===== src/hdl/mccf_pkg.sv =====
// Shared types and constants of the motor channel command sequencer.
`default_nettype none

package mccf_pkg;

    localparam int CHANNELS_DEF    = 2;
    localparam int QUEUE_DEPTH_DEF = 2;

    localparam int KIND_W   = 4;
    localparam int WORD_W   = 32;
    localparam int STATUS_W = 3;
    localparam int REJ_W    = 16;

    // command kinds on the wire
    localparam logic [KIND_W-1:0] KIND_INIT1   = 4'd0;
    localparam logic [KIND_W-1:0] KIND_INIT2   = 4'd1;
    localparam logic [KIND_W-1:0] KIND_INIT3   = 4'd2;
    localparam logic [KIND_W-1:0] KIND_CTRL1   = 4'd3;
    localparam logic [KIND_W-1:0] KIND_CTRL2   = 4'd4;
    localparam logic [KIND_W-1:0] KIND_CTRL3   = 4'd5;
    localparam logic [KIND_W-1:0] KIND_CTRL4   = 4'd6;
    localparam logic [KIND_W-1:0] KIND_CALIB   = 4'd7;
    localparam logic [KIND_W-1:0] KIND_ENABLE  = 4'd8;
    localparam logic [KIND_W-1:0] KIND_DISABLE = 4'd9;
    localparam logic [KIND_W-1:0] KIND_TARGET  = 4'd10;
    localparam logic [KIND_W-1:0] KIND_TICK    = 4'd11;
    localparam logic [KIND_W-1:0] KIND_TIMEOUT = 4'd12;

    // setting word fields that steer behavior
    localparam int         CAL_EN_LSB  = 16;   // init1 low word, byte 2
    localparam int         TMO_EN_LSB  = 24;   // ctrl4 low word, byte 3
    localparam logic [7:0] TMO_EN_CODE = 8'd1;

    typedef enum logic [3:0] {
        OP_NONE,
        OP_INIT1,
        OP_INIT2,
        OP_INIT3,
        OP_CTRL1,
        OP_CTRL2,
        OP_CTRL3,
        OP_CTRL4,
        OP_CALIB,
        OP_ENABLE,
        OP_DISABLE,
        OP_TARGET,
        OP_TICK,
        OP_TIMEOUT
    } op_t;

    typedef enum logic [STATUS_W-1:0] {
        MODE_INIT    = 3'd0,
        MODE_CHANGE  = 3'd1,
        MODE_CALIB   = 3'd2,
        MODE_ENABLE  = 3'd3,
        MODE_DISABLE = 3'd4
    } mode_t;

    // classified command as it waits in the queue
    typedef struct packed {
        op_t  op;
        logic channel;
        logic chan_ok;
        logic arg;      // calib enable (init1), timeout enable (ctrl4), switch (tick)
    } cmd_t;

endpackage

`default_nettype wire


===== src/hdl/mccf_if.sv =====
// Command and response channel interfaces of the motor channel command sequencer.
`default_nettype none

interface mccf_cmd_if;
    import mccf_pkg::*;

    logic              valid;
    logic              ready;
    logic [KIND_W-1:0] kind;
    logic              channel;
    logic [WORD_W-1:0] word_low;
    logic [WORD_W-1:0] word_high;
    logic              limit_switch;

    modport source (
        output valid, kind, channel, word_low, word_high, limit_switch,
        input  ready
    );
    modport sink (
        input  valid, kind, channel, word_low, word_high, limit_switch,
        output ready
    );
endinterface

interface mccf_rsp_if;
    import mccf_pkg::*;

    logic                valid;
    logic                ready;
    logic                accepted;
    logic                channel_out;
    logic [STATUS_W-1:0] status;
    logic                calib_done;
    logic                initialized;
    logic                calib_drive;
    logic [REJ_W-1:0]    reject_count;

    modport source (
        output valid, accepted, channel_out, status, calib_done, initialized,
               calib_drive, reject_count,
        input  ready
    );
    modport sink (
        input  valid, accepted, channel_out, status, calib_done, initialized,
               calib_drive, reject_count,
        output ready
    );
endinterface

`default_nettype wire


===== src/hdl/mccf_front.sv =====
// Front end: takes command beats and classifies them into queue entries.
`default_nettype none

module mccf_front #(
    parameter int CHANNELS = mccf_pkg::CHANNELS_DEF
) (
    mccf_cmd_if.sink        cmd,
    input  logic            full,
    output logic            push,
    output mccf_pkg::cmd_t  push_cmd
);
    import mccf_pkg::*;

    op_t  op;
    logic arg;

    assign cmd.ready = !full;
    assign push      = cmd.valid && !full;

    always_comb
    begin
        op  = OP_NONE;
        arg = 1'b0;
        unique case (cmd.kind)
            KIND_INIT1:
            begin
                op  = OP_INIT1;
                arg = |cmd.word_low[CAL_EN_LSB +: 8];
            end
            KIND_INIT2:   op = OP_INIT2;
            KIND_INIT3:   op = OP_INIT3;
            KIND_CTRL1:   op = OP_CTRL1;
            KIND_CTRL2:   op = OP_CTRL2;
            KIND_CTRL3:   op = OP_CTRL3;
            KIND_CTRL4:
            begin
                op  = OP_CTRL4;
                arg = (cmd.word_low[TMO_EN_LSB +: 8] == TMO_EN_CODE);
            end
            KIND_CALIB:   op = OP_CALIB;
            KIND_ENABLE:  op = OP_ENABLE;
            KIND_DISABLE: op = OP_DISABLE;
            KIND_TARGET:  op = OP_TARGET;
            KIND_TICK:
            begin
                op  = OP_TICK;
                arg = cmd.limit_switch;
            end
            KIND_TIMEOUT: op = OP_TIMEOUT;
            default:      op = OP_NONE;   // unused kinds become OP_NONE and are refused
        endcase
    end

    always_comb
    begin
        push_cmd.op      = op;
        push_cmd.channel = cmd.channel;
        push_cmd.chan_ok = (int'(cmd.channel) < CHANNELS);
        push_cmd.arg     = arg;
    end

endmodule

`default_nettype wire


===== src/hdl/mccf_queue.sv =====
// Short FIFO of classified commands between front end and back end.
`default_nettype none

module mccf_queue #(
    parameter int DEPTH = mccf_pkg::QUEUE_DEPTH_DEF
) (
    input  logic            clk,
    input  logic            rst_n,
    input  logic            push,
    input  mccf_pkg::cmd_t  push_cmd,
    output logic            full,
    output logic            head_valid,
    output mccf_pkg::cmd_t  head,
    input  logic            pop
);
    import mccf_pkg::*;

    localparam int PTR_W = (DEPTH > 1) ? $clog2(DEPTH) : 1;
    localparam int CNT_W = $clog2(DEPTH + 1);

    cmd_t             entries_reg [DEPTH];
    logic [PTR_W-1:0] wr_ptr_reg, wr_ptr_next;
    logic [PTR_W-1:0] rd_ptr_reg, rd_ptr_next;
    logic [CNT_W-1:0] count_reg, count_next;

    assign full       = (count_reg == CNT_W'(DEPTH));
    assign head_valid = (count_reg != '0);
    assign head       = entries_reg[rd_ptr_reg];

    always_comb
    begin
        wr_ptr_next = wr_ptr_reg;
        rd_ptr_next = rd_ptr_reg;
        count_next  = count_reg;
        if (push)
        begin
            wr_ptr_next = (wr_ptr_reg == PTR_W'(DEPTH - 1)) ? '0 : wr_ptr_reg + 1'b1;
        end
        if (pop)
        begin
            rd_ptr_next = (rd_ptr_reg == PTR_W'(DEPTH - 1)) ? '0 : rd_ptr_reg + 1'b1;
        end
        if (push && !pop)
        begin
            count_next = count_reg + 1'b1;
        end
        else if (pop && !push)
        begin
            count_next = count_reg - 1'b1;
        end
    end

    always_ff @(posedge clk or negedge rst_n)
    begin
        if (!rst_n)
        begin
            wr_ptr_reg <= '0;
            rd_ptr_reg <= '0;
            count_reg  <= '0;
        end
        else
        begin
            wr_ptr_reg <= wr_ptr_next;
            rd_ptr_reg <= rd_ptr_next;
            count_reg  <= count_next;
        end
    end

    always_ff @(posedge clk)
    begin
        if (push)
        begin
            entries_reg[wr_ptr_reg] <= push_cmd;
        end
    end

endmodule

`default_nettype wire


===== src/hdl/mccf_back.sv =====
// Back end: guarded read-modify-write of channel state and the response register.
`default_nettype none

module mccf_back #(
    parameter int CHANNELS = mccf_pkg::CHANNELS_DEF
) (
    input  logic            clk,
    input  logic            rst_n,
    input  logic            head_valid,
    input  mccf_pkg::cmd_t  head,
    output logic            pop,
    mccf_rsp_if.source      rsp
);
    import mccf_pkg::*;

    localparam int CH_W = (CHANNELS > 1) ? $clog2(CHANNELS) : 1;

    typedef struct packed {
        logic                accepted;
        logic                channel_out;
        logic [STATUS_W-1:0] status;
        logic                calib_done;
        logic                initialized;
        logic                calib_drive;
        logic [REJ_W-1:0]    reject_count;
    } result_t;

    mode_t               mode_reg     [CHANNELS];
    mode_t               mode_next    [CHANNELS];
    logic [REJ_W-1:0]    rej_reg      [CHANNELS];
    logic [REJ_W-1:0]    rej_next     [CHANNELS];
    logic [CHANNELS-1:0] cal_reg,      cal_next;       // calibrated
    logic [CHANNELS-1:0] started_reg,  started_next;   // set-up under way
    logic [CHANNELS-1:0] finished_reg, finished_next;  // set-up complete
    logic [CHANNELS-1:0] rdy_reg,      rdy_next;       // channel initialized
    logic [CHANNELS-1:0] cal_en_reg,   cal_en_next;    // calibration enabled
    logic [CHANNELS-1:0] tmo_en_reg,   tmo_en_next;    // timeout monitor enabled
    logic                init_seen_reg, init_seen_next;

    logic                rsp_valid_reg;
    result_t             res_reg, res_next;

    logic [CH_W-1:0]     idx;
    logic                acc;
    logic                bump;
    mode_t               cur_mode;

    assign pop      = head_valid && (!rsp_valid_reg || rsp.ready);
    assign idx      = head.chan_ok ? CH_W'(head.channel) : '0;
    assign cur_mode = mode_reg[idx];

    always_comb
    begin
        mode_next      = mode_reg;
        rej_next       = rej_reg;
        cal_next       = cal_reg;
        started_next   = started_reg;
        finished_next  = finished_reg;
        rdy_next       = rdy_reg;
        cal_en_next    = cal_en_reg;
        tmo_en_next    = tmo_en_reg;
        init_seen_next = init_seen_reg;
        acc            = 1'b0;
        bump           = 1'b0;

        if (pop)
        begin
            if (head.op == OP_TIMEOUT)
            begin
                // timeout disables every enabled channel whose monitor is on
                for (int i = 0; i < CHANNELS; i++)
                begin
                    if (mode_reg[i] == MODE_ENABLE && tmo_en_reg[i])
                    begin
                        mode_next[i] = MODE_DISABLE;
                        acc          = 1'b1;
                    end
                end
            end
            else if (head.chan_ok)
            begin
                unique case (head.op)
                    OP_INIT1, OP_INIT2, OP_INIT3:
                    begin
                        if (!rdy_reg[idx])
                        begin
                            acc = 1'b1;
                            if (head.op == OP_INIT1)
                            begin
                                cal_en_next[idx] = head.arg;
                            end
                            if (head.op == OP_INIT3)
                            begin
                                init_seen_next = 1'b1;
                            end
                        end
                    end
                    OP_CTRL1:
                    begin
                        if (init_seen_reg)
                        begin
                            if (cur_mode == MODE_INIT || cur_mode == MODE_CHANGE ||
                                cur_mode == MODE_DISABLE)
                            begin
                                acc                = 1'b1;
                                mode_next[idx]     = MODE_CHANGE;
                                cal_next[idx]      = 1'b0;
                                started_next[idx]  = 1'b1;
                                finished_next[idx] = 1'b0;
                            end
                            else
                            begin
                                bump = 1'b1;
                            end
                        end
                    end
                    OP_CTRL2, OP_CTRL3, OP_CTRL4:
                    begin
                        if (init_seen_reg && started_reg[idx])
                        begin
                            acc = 1'b1;
                            if (head.op == OP_CTRL4)
                            begin
                                started_next[idx]  = 1'b0;
                                finished_next[idx] = 1'b1;
                                rdy_next[idx]      = 1'b1;
                                tmo_en_next[idx]   = head.arg;
                            end
                        end
                    end
                    OP_CALIB:
                    begin
                        if ((cur_mode == MODE_DISABLE || cur_mode == MODE_CHANGE) &&
                            finished_reg[idx])
                        begin
                            acc            = 1'b1;
                            mode_next[idx] = MODE_CALIB;
                            cal_next[idx]  = 1'b0;
                        end
                        else
                        begin
                            bump = 1'b1;
                        end
                    end
                    OP_ENABLE:
                    begin
                        if ((cur_mode == MODE_CALIB || cur_mode == MODE_DISABLE) &&
                            cal_reg[idx])
                        begin
                            acc            = 1'b1;
                            mode_next[idx] = MODE_ENABLE;
                        end
                        else
                        begin
                            bump = 1'b1;
                        end
                    end
                    OP_DISABLE:
                    begin
                        if (cur_mode == MODE_ENABLE)
                        begin
                            acc            = 1'b1;
                            mode_next[idx] = MODE_DISABLE;
                        end
                        else
                        begin
                            bump = 1'b1;
                        end
                    end
                    OP_TARGET:
                    begin
                        acc = 1'b1;
                    end
                    OP_TICK:
                    begin
                        if (cur_mode == MODE_CALIB)
                        begin
                            acc = 1'b1;
                            if (head.arg || !cal_en_reg[idx])
                            begin
                                cal_next[idx] = 1'b1;
                            end
                        end
                    end
                    default:
                    begin
                        acc = 1'b0;   // unused kind
                    end
                endcase

                // saturating reject count
                if (bump && rej_reg[idx] != '1)
                begin
                    rej_next[idx] = rej_reg[idx] + 1'b1;
                end
            end
        end
    end

    // report the addressed channel after the update
    always_comb
    begin
        res_next              = '0;
        res_next.accepted     = acc;
        res_next.channel_out  = head.channel;
        if (head.chan_ok)
        begin
            res_next.status       = mode_next[idx];
            res_next.calib_done   = cal_next[idx];
            res_next.initialized  = rdy_next[idx];
            res_next.calib_drive  = (mode_next[idx] == MODE_CALIB) && cal_en_next[idx] &&
                                    !cal_next[idx];
            res_next.reject_count = rej_next[idx];
        end
    end

    always_ff @(posedge clk or negedge rst_n)
    begin
        if (!rst_n)
        begin
            for (int i = 0; i < CHANNELS; i++)
            begin
                mode_reg[i] <= MODE_INIT;
                rej_reg[i]  <= '0;
            end
            cal_reg       <= '0;
            started_reg   <= '0;
            finished_reg  <= '0;
            rdy_reg       <= '0;
            cal_en_reg    <= '0;
            tmo_en_reg    <= '0;
            init_seen_reg <= 1'b0;
            rsp_valid_reg <= 1'b0;
        end
        else
        begin
            mode_reg      <= mode_next;
            rej_reg       <= rej_next;
            cal_reg       <= cal_next;
            started_reg   <= started_next;
            finished_reg  <= finished_next;
            rdy_reg       <= rdy_next;
            cal_en_reg    <= cal_en_next;
            tmo_en_reg    <= tmo_en_next;
            init_seen_reg <= init_seen_next;
            if (pop)
            begin
                rsp_valid_reg <= 1'b1;
            end
            else if (rsp.ready)
            begin
                rsp_valid_reg <= 1'b0;
            end
        end
    end

    always_ff @(posedge clk)
    begin
        if (pop)
        begin
            res_reg <= res_next;
        end
    end

    assign rsp.valid        = rsp_valid_reg;
    assign rsp.accepted     = res_reg.accepted;
    assign rsp.channel_out  = res_reg.channel_out;
    assign rsp.status       = res_reg.status;
    assign rsp.calib_done   = res_reg.calib_done;
    assign rsp.initialized  = res_reg.initialized;
    assign rsp.calib_drive  = res_reg.calib_drive;
    assign rsp.reject_count = res_reg.reject_count;

endmodule

`default_nettype wire


===== src/hdl/motor_channel_command_fsm.sv =====
// Top level of the motor channel command sequencer.
`default_nettype none

// Mode sequencer for CHANNELS motor channels. Each cmd beat is one decoded
// command (init words, four-part control set-up, calibrate, enable, disable,
// set target, calibration tick, timeout) for one channel; each produces
// exactly one rsp beat telling whether the command passed its guards and the
// addressed channel's mode, calibration-done, initialized, calibration drive
// and saturating reject count after it. Rejected commands are dropped; a
// rejected mode change bumps the reject count, save a ctrl1 refused before
// init3. A timeout disables every enabled channel whose timeout monitor is on.
// Throughput is one command per clock when rsp is not stalled and QUEUE_DEPTH
// is at least two. A cmd beat lands in the command queue at its accepting edge;
// the back end's combinational read-modify-write of channel state works off
// the queue head, its result caught in the response register when the head is
// popped, which waits while a response is stalled. The front end keeps taking
// commands while a response waits, until the QUEUE_DEPTH-entry queue fills.
// Only the setting bytes that steer behavior (calibration enable, timeout
// enable) are kept. No clearing pass after reset.
module motor_channel_command_fsm #(
    parameter int CHANNELS    = mccf_pkg::CHANNELS_DEF,     // 1..8
    parameter int QUEUE_DEPTH = mccf_pkg::QUEUE_DEPTH_DEF
) (
    input  wire          clk,
    input  wire          rst_n,
    mccf_cmd_if.sink     cmd,
    mccf_rsp_if.source   rsp
);
    import mccf_pkg::*;

    logic full;
    logic push;
    cmd_t push_cmd;
    logic head_valid;
    cmd_t head;
    logic pop;

    // classify command beats
    mccf_front #(
        .CHANNELS (CHANNELS)
    ) u_front (
        .cmd      (cmd),
        .full     (full),
        .push     (push),
        .push_cmd (push_cmd)
    );

    // decouples intake from execution
    mccf_queue #(
        .DEPTH (QUEUE_DEPTH)
    ) u_queue (
        .clk        (clk),
        .rst_n      (rst_n),
        .push       (push),
        .push_cmd   (push_cmd),
        .full       (full),
        .head_valid (head_valid),
        .head       (head),
        .pop        (pop)
    );

    // guards, state update, response register
    mccf_back #(
        .CHANNELS (CHANNELS)
    ) u_back (
        .clk        (clk),
        .rst_n      (rst_n),
        .head_valid (head_valid),
        .head       (head),
        .pop        (pop),
        .rsp        (rsp)
    );

endmodule

`default_nettype wire


===== src/flat_wrapper.sv =====
// flat-port wrapper written by rule: the top's interface ports become plain ports
module motor_channel_command_fsm_flat import mccf_pkg::*;
#(
    parameter int CHANNELS    = mccf_pkg::CHANNELS_DEF,            
    parameter int QUEUE_DEPTH = mccf_pkg::QUEUE_DEPTH_DEF
)
  (clk, rst_n, cmd_valid, cmd_kind, cmd_channel, cmd_word_low, cmd_word_high, cmd_limit_switch, cmd_ready, rsp_valid, rsp_accepted, rsp_channel_out, rsp_status, rsp_calib_done, rsp_initialized, rsp_calib_drive, rsp_reject_count, rsp_ready);
  mccf_cmd_if cmd_i ();
  mccf_rsp_if rsp_i ();
  input  wire clk;
  input  wire rst_n;
  input wire logic [$bits(cmd_i.valid)-1:0] cmd_valid;
  input wire logic [$bits(cmd_i.kind)-1:0] cmd_kind;
  input wire logic [$bits(cmd_i.channel)-1:0] cmd_channel;
  input wire logic [$bits(cmd_i.word_low)-1:0] cmd_word_low;
  input wire logic [$bits(cmd_i.word_high)-1:0] cmd_word_high;
  input wire logic [$bits(cmd_i.limit_switch)-1:0] cmd_limit_switch;
  output wire logic [$bits(cmd_i.ready)-1:0] cmd_ready;
  output wire logic [$bits(rsp_i.valid)-1:0] rsp_valid;
  output wire logic [$bits(rsp_i.accepted)-1:0] rsp_accepted;
  output wire logic [$bits(rsp_i.channel_out)-1:0] rsp_channel_out;
  output wire logic [$bits(rsp_i.status)-1:0] rsp_status;
  output wire logic [$bits(rsp_i.calib_done)-1:0] rsp_calib_done;
  output wire logic [$bits(rsp_i.initialized)-1:0] rsp_initialized;
  output wire logic [$bits(rsp_i.calib_drive)-1:0] rsp_calib_drive;
  output wire logic [$bits(rsp_i.reject_count)-1:0] rsp_reject_count;
  input wire logic [$bits(rsp_i.ready)-1:0] rsp_ready;
  assign cmd_i.valid = cmd_valid;
  assign cmd_i.kind = cmd_kind;
  assign cmd_i.channel = cmd_channel;
  assign cmd_i.word_low = cmd_word_low;
  assign cmd_i.word_high = cmd_word_high;
  assign cmd_i.limit_switch = cmd_limit_switch;
  assign cmd_ready = cmd_i.ready;
  assign rsp_valid = rsp_i.valid;
  assign rsp_accepted = rsp_i.accepted;
  assign rsp_channel_out = rsp_i.channel_out;
  assign rsp_status = rsp_i.status;
  assign rsp_calib_done = rsp_i.calib_done;
  assign rsp_initialized = rsp_i.initialized;
  assign rsp_calib_drive = rsp_i.calib_drive;
  assign rsp_reject_count = rsp_i.reject_count;
  assign rsp_i.ready = rsp_ready;
  motor_channel_command_fsm #(.CHANNELS(CHANNELS), .QUEUE_DEPTH(QUEUE_DEPTH)) u_core (.clk(clk), .rst_n(rst_n), .cmd(cmd_i), .rsp(rsp_i));
endmodule

===== config.mk =====
export PLATFORM = sky130hd
export DESIGN_NAME = motor_channel_command_fsm_flat
export DESIGN_NICKNAME = d
export VERILOG_FILES = /design/src/hdl/mccf_pkg.sv /design/src/hdl/mccf_if.sv /design/src/hdl/mccf_front.sv /design/src/hdl/mccf_queue.sv /design/src/hdl/mccf_back.sv /design/src/hdl/motor_channel_command_fsm.sv /design/src/flat_wrapper.sv
export SDC_FILE = /design/constraint.sdc
export NUM_CORES = 1
export LEC_CHECK = 0
export ABC_AREA = 1
export BUFFER_PORTS_ARGS = -buffer_cell sky130_fd_sc_hd__buf_2
export CORE_MARGIN = 5
export CORE_UTILIZATION = 51
export CTS_CLUSTER_DIAMETER = 80
export CTS_CLUSTER_SIZE = 20
export DETAILED_ROUTE_END_ITERATION = 6
export PLACE_DENSITY_LB_ADDON = 0.15
export SYNTH_ARGS = -nofsm -noshare
export SYNTH_HDL_FRONTEND = slang
export SYNTH_SLANG_ARGS = --single-unit

===== constraint.sdc =====
create_clock -name clk -period 2.61 [get_ports clk]
set_clock_uncertainty 0.15 [all_clocks]
set_input_delay 0.261 -clock clk [delete_from_list [all_inputs] [get_ports clk]]
set_output_delay 0.261 -clock clk [all_outputs]
set_load 0.01 [all_outputs]

==> Yosys cells after proc, flatten, opt, wreduce, memory -nomap -nowiden <==
Memory sizes are Yosys's and may differ from the RTL's.
Index checks and enable logic that the tools add are counted.
{ "word_totals": {"in_bits": 74, "n_memories": 1, "out_inout_bits": 26, "wordCells": 248, "ff_bits": 80, "ram_bits": 12} }
{ "op_classes": {"muxes": 116, "eq_ne": 39, "n_reduce_logical": 38, "n_addsub": 5, "bitwise_logic": 23, "n_lt_le_gt_ge": 4} }
{ "mem_list": {"columns": ["memory", "words", "word_bits", "rd", "rd_ports_with_merged_regs", "write_ports", "line", "text"], "rows": [
  ["u_core.u_queue.entries_reg", 2, 6, 1, 0, 1, "mccf_queue.sv:21", "cmd_t entries_reg [DEPTH];"]
]} }
{ "op_table": {"columns": ["cell", "count"], "rows": [
  ["$mux 32", 4],
  ["$mux 16", 7],
  ["$mux 2", 30],
  ["$pmux 4 s13", 1],
  ["$mux 6", 8],
  ["$eq 4x4->1 const B", 11],
  ["$mux 1", 44],
  ["$bwmux 32", 1],
  ["$eq 4x3->1 const B", 8],
  ["$mux 3", 9],
  ["$pmux 6 s4", 1],
  ["$add 16x1->16 const B", 1],
  ["$demux 16 s1", 1],
  ["$eq 4x2->1 const B", 4],
  ["$ne 16x16->1 const B", 1],
  ["$eq 3x2->1 const B", 5],
  ["$logic_and 1x1->1", 14],
  ["$or 2x2->2", 7],
  ["$and 4x4->4", 3],
  ["$not 4->4", 3],
  ["$reduce_and 6->1", 2],
  ["$and 2x2->2", 4],
  ["$eq 4x1->1 const B", 2],
  ["$eq 8x1->1 const B", 1],
  ["31 further kinds", 53]
]} }

==> Logic depth before layout (Yosys ltp) <==
Gate-level depths: netlist (run 1).
An unclocked memory read counts as a cell.
{ "logic_depth": {"ltp_word": 23, "mapped_depth": 20, "ltp_nobuf": 19} }

==> By module <==
From an unflattened synthesis (run 1), not the netlist that was laid out.
{ "unflattened": {"hier_cells": 715, "hier_area_um2": 5560.3} }
{ "by_module_without_submodules": {"columns": ["module", "instances", "cells_per_inst", "area_each_um2"], "rows": [
  ["mccf_back", 1, 620, 4604.4],
  ["mccf_queue", 1, 47, 743.2],
  ["mccf_front", 1, 48, 212.7]
]} }

==> Least setup slack after synthesis (run 1) <==
Ideal clock, no wire load.
{ "synth_path": {"path_kind": "register to register", "startpoint": "register u_core.u_queue.count_reg[0]", "endpoint": "register u_core.u_back.res_reg, in the netlist u_core.u_back.rsp.calib_drive (data pin)", "path_stages_with_launch": 13, "arrival_ns": 2.299, "setup_time_ns": 0.252, "setup_slack_ns": -0.091, "t_required_ns": 2.208, "cell_sequence": "dfrtp_1 -> o21ai_0 -> clkinv_1 -> nand2_1 -> nand2_1 -> o21ai_0 -> nand2_1 -> nand2_1 -> nand2_1 -> nand2_1 -> a21oi_1 -> nand3_1 -> nor2_1"} }
{ "synth_rtl": {"columns": ["element", "line", "text"], "rows": [
  ["start, declared", "mccf_queue.sv:24", "logic [CNT_W-1:0] count_reg, count_next;"],
  ["start signal, assigned", "mccf_queue.sv:65", "count_reg <= count_next;"],
  ["end signal, assigned", "mccf_back.sv:261", "res_reg <= res_next;"],
  ["end, declared", "mccf_back.sv:41", "result_t res_reg, res_next;"]
]} }

==> Worst setup path after layout (run 1) <==
{ "layout_path": {"startpoint": "register u_core.u_queue.rd_ptr_reg", "endpoint": "register u_core.u_back.res_reg, in the netlist u_core.u_back.rsp.reject_count[0] (data pin)"} }
{ "layout_via": {"elab_chain_len": 23, "word_cells_on_any_way": 54, "classes_between": "add/sub (1); order compare (2); eq/ne (10); mux (30); bitwise (1); reduce/logical (9); memory (1)"} }
{ "layout_lines": {"columns": ["element", "line", "text"], "rows": [
  ["start, declared", "mccf_queue.sv:23", "logic [PTR_W-1:0] rd_ptr_reg, rd_ptr_next;"],
  ["start signal, assigned", "mccf_queue.sv:64", "rd_ptr_reg <= rd_ptr_next;"],
  ["$mem_v2 2x6 *", null, null],
  ["$mux 1", "mccf_back.sv:49", "assign idx = head.chan_ok ? CH_W'(head.channel) : '0;"],
  ["$not 1->2 (not written as such)", null, null],
  ["$mux 3 (not written as such) (3 in a row)", "mccf_back.sv:50", "assign cur_mode = mode_reg[idx];"],
  ["$eq 3x1->1 / $logic_not 3->1 (equally long branches)", "mccf_back.sv:102, mccf_back.sv:133", null],
  ["$logic_or 1x1->1 (2 in a row)", "mccf_back.sv:102", "if (cur_mode == MODE_INIT || cur_mode == MODE_CHANGE ||"],
  ["$mux 1", "mccf_back.sv:102", null],
  ["$mux 1", "mccf_back.sv:100", "if (init_seen_reg)"],
  ["[... 2 more ...]", null, null],
  ["$mux 1", "mccf_back.sv:68", "if (head.op == OP_TIMEOUT)"],
  ["$mux 1", "mccf_back.sv:66", "if (pop)"],
  ["$logic_and 1x1->1", "mccf_back.sv:192", "if (bump && rej_reg[idx] != '1)"],
  ["$mux 32", "mccf_back.sv:192", null],
  ["$mux 32", "mccf_back.sv:80", "else if (head.chan_ok)"],
  ["$mux 32", "mccf_back.sv:68", null],
  ["$mux 32", "mccf_back.sv:66", null],
  ["$mux 16 (not written as such) * (3 in a row)", "mccf_back.sv:213", "res_next.reject_count = rej_next[idx];"]
]} }
Every way passes the cells marked *; elsewhere a longest branch is shown, timed or not. The select of a mux whose other input is x is not followed.
A chain may end at the register's enable or synchronous reset.

==> results of run 1 <==
-- logic make-up (layout without fill, tap and decap cells) --
family / after synthesis / after routing / share of synthesized area [%]
muxes: 1 / 1 / 0.188
DFF: 92 / 92 / 46.6
xor gates and xnor gates: 16 / 16 / 2.91
buffers and inverters: 94 / 280 / 7.59
and+or+nand+nor: 400 / 401 / 34.9
adders and majority gates: 2 / 2 / 0.470
AOI/OAI and AO/OA: 72 / 72 / 7.33
-- layout make-up --
| type | count | area, µm² | area share [%] |
|---|---|---|---|
| multi-input combinational | 492 | 2890 | 38.4 |
| tap | 136 | 170 | 2.26 |
| clock inverter | 4 | 98.8 | 1.32 |
| clock buffer | 12 | 135 | 1.80 |
| inverter | 80 | 314 | 4.18 |
| timing repair buffer | 184 | 1430 | 19.0 |
| sequential | 92 | 2480 | 33.0 |
-- timing repair --
item	4_1_cts	5_1_grt
buffers inserted	6	14
gates cloned	0	3
resized for setup	56	106
hold buffers	3	0
setup endpoints to repair	31	35
pin swaps	14	48
endpoints found under the hold margin	30	0
-- worst max-delay path, stage by stage, from the launching register on --
cell and delay, ps:
dfrtp_2 490, inv_8 110, nand2_8 80, nand2_8 120
buf_6 140, nand2_2 50, nand2_2 90, ha_4 150
nand3_4 80, nor2_4 180, nand3_4 130, nand3_4 170
buf_12 140, buf_4 110, xor2_2 150, o21ai_1 80
-- cells in the final DEF (no fill, tap or decap), drive strengths merged, types with 2 or more instances in the layout --
cell         count
nand2          242
buf            179
inv             79
nor2            60
dfrtp           56
nand3           53
o21ai           51
edfxtp          36
nand4           14
clkbuf          14
a21oi           13
xor2            12
and2             7
nor3             7
or2              7
nor4             6
nand3b           4
xnor2            4
bufinv           3
dlygate4sd3      3
o211ai           2
o21a             2
clkinv           2
ha               2
-- power groups by stage --
stage          registers, mW  logic [mW]  clock network, mW
2_1_floorplan           2.39        2.31                  0
3_3_place_gp            2.32        4.19                  0
3_5_place_dp            2.34        4.29                  0
4_1_cts                 2.33        4.58               1.17
5_1_grt                 2.40        5.83               1.24
6_report                2.35        5.38               1.16
-- layer usage --
metal  share of wire, %  GRT usage, %  routed length [µm]  up-vias
met4                3.2          10.0                 498        0
met2                 52          43.5                8170      160
li1                   -             -                   -     2555
met5                  0             0                   0        -
met1                 39          27.7                6160     2523
met3                5.0          3.23                 786       45
-- through the flow --
stage | worst slack [ps] | hold slack [ps]
after floorplan | 2.09 | -185
after global placement | -201 | 183
after detailed placement | -244 | 191
after CTS | -24.8 | 43.6
after global routing | -215 | 57.8
final | -61.0 | 64.2
-- worst max-delay path by stage --
stage	start	endpoint	cells after the start	slack (ps)
after floorplan	u_core.u_queue.rd_ptr_reg	u_core.u_back.rsp.reject_count[9]	17	2
after global placement	u_core.u_queue.rd_ptr_reg	u_core.u_back.rsp.reject_count[7]	18	-200
after detailed placement	u_core.u_queue.rd_ptr_reg	u_core.u_back.rsp.reject_count[10]	18	-240
after CTS	u_core.u_queue.rd_ptr_reg	u_core.u_back.rsp.reject_count[12]	15	-20
after global routing	u_core.u_queue.rd_ptr_reg	u_core.u_back.rsp.reject_count[10]	17	-210
final	u_core.u_queue.rd_ptr_reg	u_core.u_back.rsp.reject_count[0]	15	-60
==> metrics.md, run 1 <==
| Metric | Value |
|---|---|
| Status | finished with violations |
| Failing checks | negative setup slack |
| Post-synth EDFFs | 36 |
| WP data required | 2600 ps |
| Asr flop ratio synth | 60.9% |
| Syn avg cell area | 7.86 µm² |
| Worst reg2reg path depth | 15 |
| Tmin final | 2670 ps |
| TritonCTS clock tree | yes |
| Total grt overflow | 0 |
| Die Width | between 100 and 150 µm |
| Synth warn | 0 |
| Hold Path Depth | 2 |
| # nets final | 935 |
| # DRC | 0 |
| Worst-Skew Late Latency | 380 ps |
| Crit Path Class | reg2reg |
| Top FF cell, synth | dfrtp_1 |
| Switching part of the total | a little over two fifths |
| Routability cong. | between 0.9 and 1 |
| Share of layout cells above drive strength 1 | 40.0% |
| Net Count, Synth | 753 |
| Hold EP | u_core.u_queue.entries_reg[1][2] |
| Largest cells by area after synthesis | dfrtp_1 26%, edfxtp_1 20%, nand2_1 16% |
| Finished Layout Cells | 1000 |
| GR Util All Layers | 23.7% |
| Clock power share | 13.1% |
| Most instantiated cells after synthesis | 225 x nand2_1, 73 x inv_1, 56 x dfrtp_1 |
| Final Cell Area | 7520 µm² |
| DR iter-0 viols | 399 |
| Diodes inserted | 0 |
| Peak VDD IR | 0.891 mV |
| Post-DP Area | ~6500 µm² |
| HP Start | cmd_kind[0] |
| Internal power of the cells | 5.10 mW |
| Max FFs per register | 32 |
| Mapped Area | 5320 µm² |
| Via count | 5283 |
| Most frequent cell after synthesis | nand2_1 |
| Fin crit share | 102% |
| CORE AREA | 10200 µm² |
| Root Driver | clkbuf_8 |
| Vias in the first global route | 5306 |
| CTS Buffer Depth | 2 |
| Vias per std cell | 5.28 |
| Switching Power | roughly 3.8 mW |
| Post-Route Setup TNS | -337 ps |
| R2r endpoint | u_core.u_back.rsp.reject_count[0] |
| Global-route wire length before repair | 24100 µm |
| Cell Rows | 37 |
| I/O pin count | 100 |
| Logic pwr share | 60.5% |
| Synth Instances | 677 |
| Worst-margin pin slew | roughly 680 ps |
| Slack of the worst reg-to-reg path | -60 ps |
| Sequential cell area fraction in the yosys report | 46.6% |
| Clock-pin slew on the worst setup and hold paths | 90 ps |
| Layout Utilization | 73.5% |
| Placed Cells | 958 |
| Critical path capture point type | register |
| Initial antenna violation count | 0 |
| PD cells | approximately 1200 nW/µm² |
| Fmax achieved | 0.374 GHz |
| CP max FO | 5 |
| Worst min-delay path category | in2reg |
| Chip height | 112 µm |
| Final hold vios | 0 |
| Sum of net half-perimeters after detailed placement | roughly 11000 µm |
| Sink Count | 92 |
| # setup viols final | 11 |
| RSZ-0062 raised after global routing | true |
| WP data arrival | 2660 ps |
| Largest net degree at the start of global routing | 30 |
| Distinct cells, synth | 46 |
| Max-cap violations | 0 |
| Area leader, netlist | dfrtp_1 |
| Yosys top cell area share | 26.3% |
| WL final | 15600 µm |
| Sequential Power Share | a little over a quarter |
| CTS buffer count | 9 |
| Crit start category | register |
| # fillers | 769 |
| Relative slew slack | 54.7% |
| Setup slack after layout | -61.0 ps |
| Power Total | 8.89 mW |
| Count of antenna-violating nets left after detailed routing | 0 |
| Initial core utilization | 52.0% |
| Avg WL per Cell | 15.6 µm |
| PortBufs | 51 |
| Pleak | 3.63 nW |
| Final slew viol count | 0 |
| Layout area overhead | 41.2% |
| 1st-pass router iterations | 5 |
| #FFs+latches synth | 92 |
| Worst R2R Start | u_core.u_queue.rd_ptr_reg |
| Die area | about 13000 µm² |
| Htree depth | 3 |
Power figures use the tool's default switching activity.
==> run 2, diff against run 1 <==
- SYNTH_HIERARCHICAL: unset -> 1
==> metrics.md, run 2 <==
| Metric | Value |
|---|---|
| Most frequent cell after synthesis | nand2_1 (unchanged) |
| Htree depth | 3 (unchanged) |
| # DRC | 0 (unchanged) |
| Sequential cell area fraction in the yosys report | 45.7% (was 46.6%) |
| CTS Buffer Depth | 2 (unchanged) |
| DR iter-0 viols | 423 (was 399) |
| Slowest cell on the critical path | dfrtp_1 (was dfrtp_2) |
| Routing usage on met3 | 3.86% (was 3.23%) |
| Setup WS pre-CTS | -304 ps (was -244 ps) |
| Count of antenna-violating nets left after detailed routing | 0 (unchanged) |
| CTS buffer count | 9 (unchanged) |
| Root Driver | clkbuf_8 (unchanged) |
| Buffers & Inverters on Critical Path | 6 (was 4) |
| Crit Path Class | reg2reg (unchanged) |
| Yosys top cell area share | 25.2% (was 26.3%) |
| Met2 Use GR | 44.4% (was 43.5%) |
| Worst min-delay path category | in2reg (unchanged) |
| WL final | 17100 µm (was 15600 µm) |
| # fillers | 782 (was 769) |
| Internal power of the cells | 5.12 mW (was 5.10 mW) |
| Die area | 13100 µm² (was 12600 µm²) |
| Critical path capture point type | register (unchanged) |
| CP cell instances | buf_4, buf_6, mux2_4, buf_6, nor2_4, nand2_4, inv_2, nand2_1, nand2_2, inv_2, nand3_4, nand3_4, buf_8, or2_1, o21ai_2, o21ai_1 (was inv_8, nand2_8, nand2_8, buf_6, nand2_2, nand2_2, ha_4, nand3_4, nor2_4, nand3_4, nand3_4, buf_12, buf_4, xor2_2, o21ai_1) |
| Largest cells by area after synthesis | dfrtp_1 25%, edfxtp_1 21%, nand2_1 15% (was dfrtp_1 26%, edfxtp_1 20%, nand2_1 16%) |
| Relative slew slack | 48.5% (was 54.7%) |
| Total grt overflow | 0 (unchanged) |
| Chip height | 114 µm (was 112 µm) |
| Global-route wire length before repair | 25500 µm (was 24100 µm) |
| Initial antenna violation count | 0 (unchanged) |
| Crit start category | register (unchanged) |
| Commonest non-fill, non-tap cell in the layout | nand2_1 (unchanged) |
| Routability cong. | 0.946 (was 0.939) |
| Cell Rows | 38 (was 37) |
| Synth Instances | 715 (was 677) |
| Worst-margin pin slew | 773 ps (was 679 ps) |
| Worst hold slack | 79.5 ps (was 64.2 ps) |
| PortBufs | 51 (unchanged) |
| Clock power share | 11.6% (was 13.1%) |
| 1st-pass router iterations | 7 (was 5) |
| Fin crit share | 110% (was 102%) |
| CORE AREA | 10700 µm² (was 10200 µm²) |
| Initial core utilization | 51.7% (was 52.0%) |
| Diodes inserted | 0 (unchanged) |
| Net Count, Synth | 791 (was 753) |
| Sum of net half-perimeters after detailed placement | 11100 µm (was 10800 µm) |
| Power Total | 8.96 mW (was 8.89 mW) |
| Switching part of the total | 42.9% (was 42.6%) |
| Syn avg cell area | 7.78 µm² (was 7.86 µm²) |
| Die Width | 114 µm (was 112 µm) |
| Area leader, netlist | dfrtp_1 (unchanged) |
| GR Util All Layers | 24.8% (was 23.7%) |
| RSZ-0062 raised after global routing | true (unchanged) |
| Max FFs per register | 32 (unchanged) |
| Fmax achieved | 0.348 GHz (was 0.374 GHz) |
| Share of layout cells above drive strength 1 | 40.1% (was 40.0%) |
| Final hold vios | 0 (unchanged) |
| Sink Count | 94 (was 92) |
| Sequential Power Share | 27.5% (was 26.4%) |
| Post-Route Setup TNS | -5790 ps (was -337 ps) |
| Max incr delay on CP | 430 ps (was 490 ps) |
| Vias in the first global route | 5554 (was 5306) |
| Largest net degree at the start of global routing | 36 (was 30) |
| Mapped Area | 5560 µm² (was 5320 µm²) |
| # nets final | 999 (was 935) |
| CP delay by family, top | simple AND/OR/NAND/NOR gates (unchanged) |
| Tmin final | 2870 ps (was 2670 ps) |
| Pleak | 3.92 nW (was 3.63 nW) |
| Max-cap violations | 0 (unchanged) |
| Switching Power | 3.84 mW (was 3.79 mW) |
| Distinct cells, synth | 45 (was 46) |
| # setup viols final | 39 (was 11) |
| Post-DP Area | 6870 µm² (was 6520 µm²) |
| Layout Utilization | 74.6% (was 73.5%) |
| Most frequent cells in the layout | 185 x nand2_1, 135 x buf_4, 86 x inv_1, 56 x dfrtp_1, 51 x buf_2 (was 186 x nand2_1, 109 x buf_4, 67 x inv_1, 55 x dfrtp_1, 51 x buf_2) |
| Most instantiated cells after synthesis | 227 x nand2_1, 97 x inv_1, 60 x nand3_1 (was 225 x nand2_1, 73 x inv_1, 56 x dfrtp_1) |
| Synth warn | 6 (was 0) |
| WP data arrival | 2850 ps (was 2660 ps) |
| Post-synth EDFFs | 38 (was 36) |
| Vias per std cell | 5.33 (was 5.28) |
| Logic pwr share | 60.9% (was 60.5%) |
| Top Usage Layer GRT | met2 (unchanged) |
| Worst-Skew Late Latency | 390 ps (was 380 ps) |
| Setup slack after layout | -264 ps (was -61.0 ps) |
| Peak VDD IR | 0.565 mV (was 0.891 mV) |
| Finished Layout Cells | 1066 (was 1000) |
| Avg WL per Cell | 16.0 µm (was 15.6 µm) |
| Layout area overhead | 44.2% (was 41.2%) |
| Final slew viol count | 0 (unchanged) |
| TritonCTS clock tree | yes (unchanged) |
| Via count | 5680 (was 5283) |
| Clock-pin slew on the worst setup and hold paths | 100 ps (was 90 ps) |
| Top FF cell, synth | dfrtp_1 (unchanged) |
| Met1 Usage GRT | 28.1% (was 27.7%) |
| Failing checks | negative setup slack (unchanged) |
| #FFs+latches synth | 94 (was 92) |
| PD cells | 1120 nW/µm² (was 1180 nW/µm²) |
| Status | finished with violations (unchanged) |
| WP data required | 2590 ps (was 2600 ps) |
| Placed Cells | 1014 (was 958) |
| Asr flop ratio synth | 59.6% (was 60.9%) |
| Final Cell Area | 8020 µm² (was 7520 µm²) |
| I/O pin count | 100 (unchanged) |
| CP max FO | 6 (was 5) |
## run 2: changes by cell type in the layout (fill, tap and decap cells not counted), moves of 6 or more
cell and change:
buf_4 +26, buf_6 +6, inv_1 +19, mux2_4 +7, nand2_2 -8, nand3_2 +12, nor2_2 -7, o21a_1 +6
o21ai_1 +6
## run 2: worst reg2reg max path, cell delays in order, from the launching register on
cell and delay [ps]:
dfrtp_1 430, buf_4 150, buf_6 130, mux2_4 320, buf_6 140, nor2_4 130, nand2_4 90, inv_2 70
nand2_1 60, nand2_2 70, inv_2 40, nand3_4 100, nand3_4 150, buf_8 170, or2_1 220, o21ai_2 80
o21ai_1 110
## run 2: area by class of cell
type | count | area (µm²) | share of cell area [%]
multi-input combinational | 502 | 3030 | 37.8
clock buffer | 11 | 131 | 1.64
clock inverter | 3 | 63.8 | 0.796
inverter | 101 | 414 | 5.17
timing repair buffer | 215 | 1660 | 20.6
tap | 140 | 175 | 2.19
sequential | 94 | 2540 | 31.7
## run 2: routing by layer
layer  part of all wire, %  routed length [µm]
met1                    38                6480
met2                    53                9040
met3                   5.2                 891
met4                   4.0                 686
met5                     0                   0
## run 2: cells by family after synthesis
kind of cell / share of synthesized area [%]
AOI/OAI and AO/OA: 9.38
xor gates and xnor gates: 1.73
adders and majority gates: 0.450
buffers and inverters: 9.52
DFF: 45.7
muxes: 1.89
other: 0.0674
and+or+nand+nor: 31.2
## run 2: power by group through the flow
stage	Combinational [mW]	Clock, mW	Sequential (mW)
final	5.45	1.04	2.47
after global routing	5.86	1.11	2.52
after CTS	4.64	1.05	2.45
after detailed placement	4.25	0	2.47
after global placement	4.19	0	2.45
after floorplan	2.35	0	2.52
## run 2: worst paths after layout
path,start,endpoint,slack [ps],cells past startpoint
min reg2reg,u_core/u_queue/count_reg[1],u_core/u_queue/count_reg[1],350,2
min in group asynchronous,rst_n,u_core/u_back/rej_reg[14],320,2
max reg2reg,u_core/u_queue/rd_ptr_reg,u_core/u_back/rsp.reject_count[1],-260,16
min,cmd_kind[0],u_core/u_queue/entries_reg[1][3],80,2
max,u_core/u_queue/rd_ptr_reg,u_core/u_back/rsp.reject_count[1],-260,16
max in group asynchronous,rst_n,u_core/u_back/cal_en_reg[0],1290,3
## run 2: repair_timing
item                                   CTS  global route
gates cloned                             1             2
pin swaps                                8            19
hold buffers                             3             0
endpoints found under the hold margin   33             0
setup endpoints to repair               43            58
gates resized for setup                 51           136
setup buffers                           10            23
==> run 3, diff against run 2 <==
--- a/constraint.sdc
+++ b/constraint.sdc
@@ -3,3 +3,3 @@
 set_input_delay 0.261 -clock clk [delete_from_list [all_inputs] [get_ports clk]]
 set_output_delay 0.261 -clock clk [all_outputs]
-set_load 0.01 [all_outputs]
+set_load 0.1 [all_outputs]
==> metrics.md, run 3 (synthesized netlist as in run 2, its figures left out) <==
| Metric | Value |
|---|---|
| Worst min-delay path category | in2reg (unchanged) |
| Die Width | 114 µm (unchanged) |
| Post-DP Area | 6820 µm² (was 6870 µm²) |
| Clock-pin slew on the worst setup and hold paths | 100 ps (about the same) |
| Setup WS pre-CTS | -346 ps (was -304 ps) |
| Max FFs per register | 32 (unchanged) |
| Count of antenna-violating nets left after detailed routing | 0 (unchanged) |
| Initial antenna violation count | 0 (unchanged) |
| CTS Buffer Depth | 2 (unchanged) |
| Met2 Use GR | 44.9% (was 44.4%) |
| TritonCTS clock tree | yes (unchanged) |
| Setup slack after layout | -254 ps (was -264 ps) |
| Finished Layout Cells | 1045 (was 1066) |
| Tmin final | 2860 ps (was 2870 ps) |
| Sequential Power Share | 24.9% (was 27.5%) |
| CORE AREA | 10700 µm² (unchanged) |
| WL final | 16500 µm (was 17100 µm) |
| PD cells | 1290 nW/µm² (was 1120 nW/µm²) |
| Commonest non-fill, non-tap cell in the layout | nand2_1 (unchanged) |
| WP data arrival | 2840 ps (was 2850 ps) |
| Switching part of the total | 50.8% (was 42.9%) |
| RSZ-0062 raised after global routing | true (unchanged) |
| Post-Route Setup TNS | -4460 ps (was -5790 ps) |
| PortBufs | 51 (unchanged) |
| Sink Count | 94 (unchanged) |
| CP delay by family, top | simple AND/OR/NAND/NOR gates (unchanged) |
| Routing usage on met3 | 4.02% (was 3.86%) |
| Largest net degree at the start of global routing | 36 (unchanged) |
| Switching Power | 5.02 mW (was 3.84 mW) |
| Die area | 13100 µm² (unchanged) |
| Status | finished with violations (unchanged) |
| Diodes inserted | 0 (unchanged) |
| Via count | 5605 (was 5680) |
| WP data required | 2590 ps (about the same) |
| Peak VDD IR | 0.989 mV (was 0.565 mV) |
| Critical path capture point type | register (unchanged) |
| CTS buffer count | 9 (unchanged) |
| Fmax achieved | 0.349 GHz (was 0.348 GHz) |
| Htree depth | 3 (unchanged) |
| Avg WL per Cell | 15.8 µm (was 16.0 µm) |
| Max-cap violations | 0 (unchanged) |
| Share of layout cells above drive strength 1 | 35.7% (was 40.1%) |
| CP cell instances | mux2_4, buf_12, nand2_8, buf_12, or2_0, o21ai_1, nor3_2, nand3_4, nand3_4, inv_8, buf_12, nand2_1, o21ai_1, nand2_1, o21ai_1 (was buf_4, buf_6, mux2_4, buf_6, nor2_4, nand2_4, inv_2, nand2_1, nand2_2, inv_2, nand3_4, nand3_4, buf_8, or2_1, o21ai_2, o21ai_1) |
| Crit start category | register (unchanged) |
| Layout area overhead | 38.1% (was 44.2%) |
| # setup viols final | 38 (was 39) |
| Cell Rows | 38 (unchanged) |
| Vias per std cell | 5.36 (was 5.33) |
| Slowest cell on the critical path | dfrtp_1 (unchanged) |
| Clock power share | 10.0% (was 11.6%) |
| Crit Path Class | reg2reg (unchanged) |
| Most frequent cells in the layout | 193 x nand2_1, 118 x buf_4, 92 x inv_1, 56 x dfrtp_1, 51 x buf_2 (was 185 x nand2_1, 135 x buf_4, 86 x inv_1, 56 x dfrtp_1, 51 x buf_2) |
| Worst-Skew Late Latency | 380 ps (was 390 ps) |
| Failing checks | negative setup slack (unchanged) |
| Root Driver | clkbuf_8 (unchanged) |
| Chip height | 114 µm (unchanged) |
| Vias in the first global route | 5629 (was 5554) |
| I/O pin count | 100 (unchanged) |
| Routability cong. | 0.961 (was 0.946) |
| 1st-pass router iterations | 5 (was 7) |
| Sum of net half-perimeters after detailed placement | 11300 µm (was 11100 µm) |
| Relative slew slack | 55.5% (was 48.5%) |
| Internal power of the cells | 4.87 mW (was 5.12 mW) |
| Logic pwr share | 65.1% (was 60.9%) |
| Max incr delay on CP | 430 ps (about the same) |
| DR iter-0 viols | 439 (was 423) |
| Placed Cells | 1009 (was 1014) |
| Global-route wire length before repair | 25800 µm (was 25500 µm) |
| GR Util All Layers | 25.0% (was 24.8%) |
| Fin crit share | 110% (about the same) |
| # DRC | 0 (unchanged) |
| # nets final | 976 (was 999) |
| Worst hold slack | 79.7 ps (was 79.5 ps) |
| Buffers & Inverters on Critical Path | 4 (was 6) |
| Final slew viol count | 0 (unchanged) |
| Pleak | 3.79 nW (was 3.92 nW) |
| Worst-margin pin slew | 667 ps (was 773 ps) |
| CP max FO | 16 (was 6) |
| Top Usage Layer GRT | met2 (unchanged) |
| Final hold vios | 0 (unchanged) |
| Final Cell Area | 7680 µm² (was 8020 µm²) |
| Met1 Usage GRT | 28.2% (was 28.1%) |
| Total grt overflow | 0 (unchanged) |
| Initial core utilization | 51.7% (unchanged) |
run 3: cell type report:
| cell class | instances | area, µm² |
|---|---|---|
| fill | 868 | 3070 |
| sequential | 94 | 2540 |
| clock buffer | 13 | 149 |
| clock inverter | 3 | 43.8 |
| inverter | 101 | 404 |
| multi-input combinational | 502 | 2910 |
| timing repair buffer | 192 | 1450 |
| tap | 140 | 175 |
run 3: power by group through the flow:
stage          clock, mW  sequential [mW]  combinational, mW
3_5_place_dp           0             2.47               5.53
3_3_place_gp           0             2.46               5.46
5_1_grt             1.05             2.52               6.86
4_1_cts            0.996             2.45               6.02
6_report           0.985             2.46               6.45
2_1_floorplan          0             3.80               2.39
run 3: routing by layer:
metal  share of wire, %  vias up
li1                   -     2684
met1                 40     2686
met2                 52      185
met3                4.6       50
met4                3.4        0
met5                  0        -
run 3: worst paths after layout:
| check | from | end | slack [ps] | cells past startpoint |
|---|---|---|---|---|
| setup / recovery | u_core/u_queue/rd_ptr_reg | u_core/u_back/rsp.reject_count[1] | -250 | 15 |
| hold / removal | cmd_kind[0] | u_core/u_queue/entries_reg[1][3] | 80 | 2 |
| setup reg to reg | u_core/u_queue/rd_ptr_reg | u_core/u_back/rsp.reject_count[1] | -250 | 15 |
| hold reg to reg | u_core/u_back/rdy_reg[1] | u_core/u_back/rdy_reg[1] | 320 | 1 |
| max in group asynchronous | rst_n | u_core/u_back/mode_reg[2] | 1390 | 3 |
| min in group asynchronous | rst_n | u_core/u_back/rej_reg[13] | 290 | 2 |
run 3: per-stage QoR:
step / util [%] / power [mW]
2_1_floorplan: - / 6.20
3_3_place_gp: 63.5 / 7.92
3_5_place_dp: 63.5 / 8.01
4_1_cts: 69.0 / 9.46
5_1_grt: 71.5 / 10.4
6_report: 71.5 / 9.89
run 3: timing repair:
item | in CTS | in global routing
setup buffers | 13 | 5
setup endpoints to repair | 54 | 58
gates resized for setup | 68 | 75
endpoints found under the hold margin | 29 | 0
gates cloned | 1 | 0
pin swaps | 13 | 18
hold buffers | 3 | 0
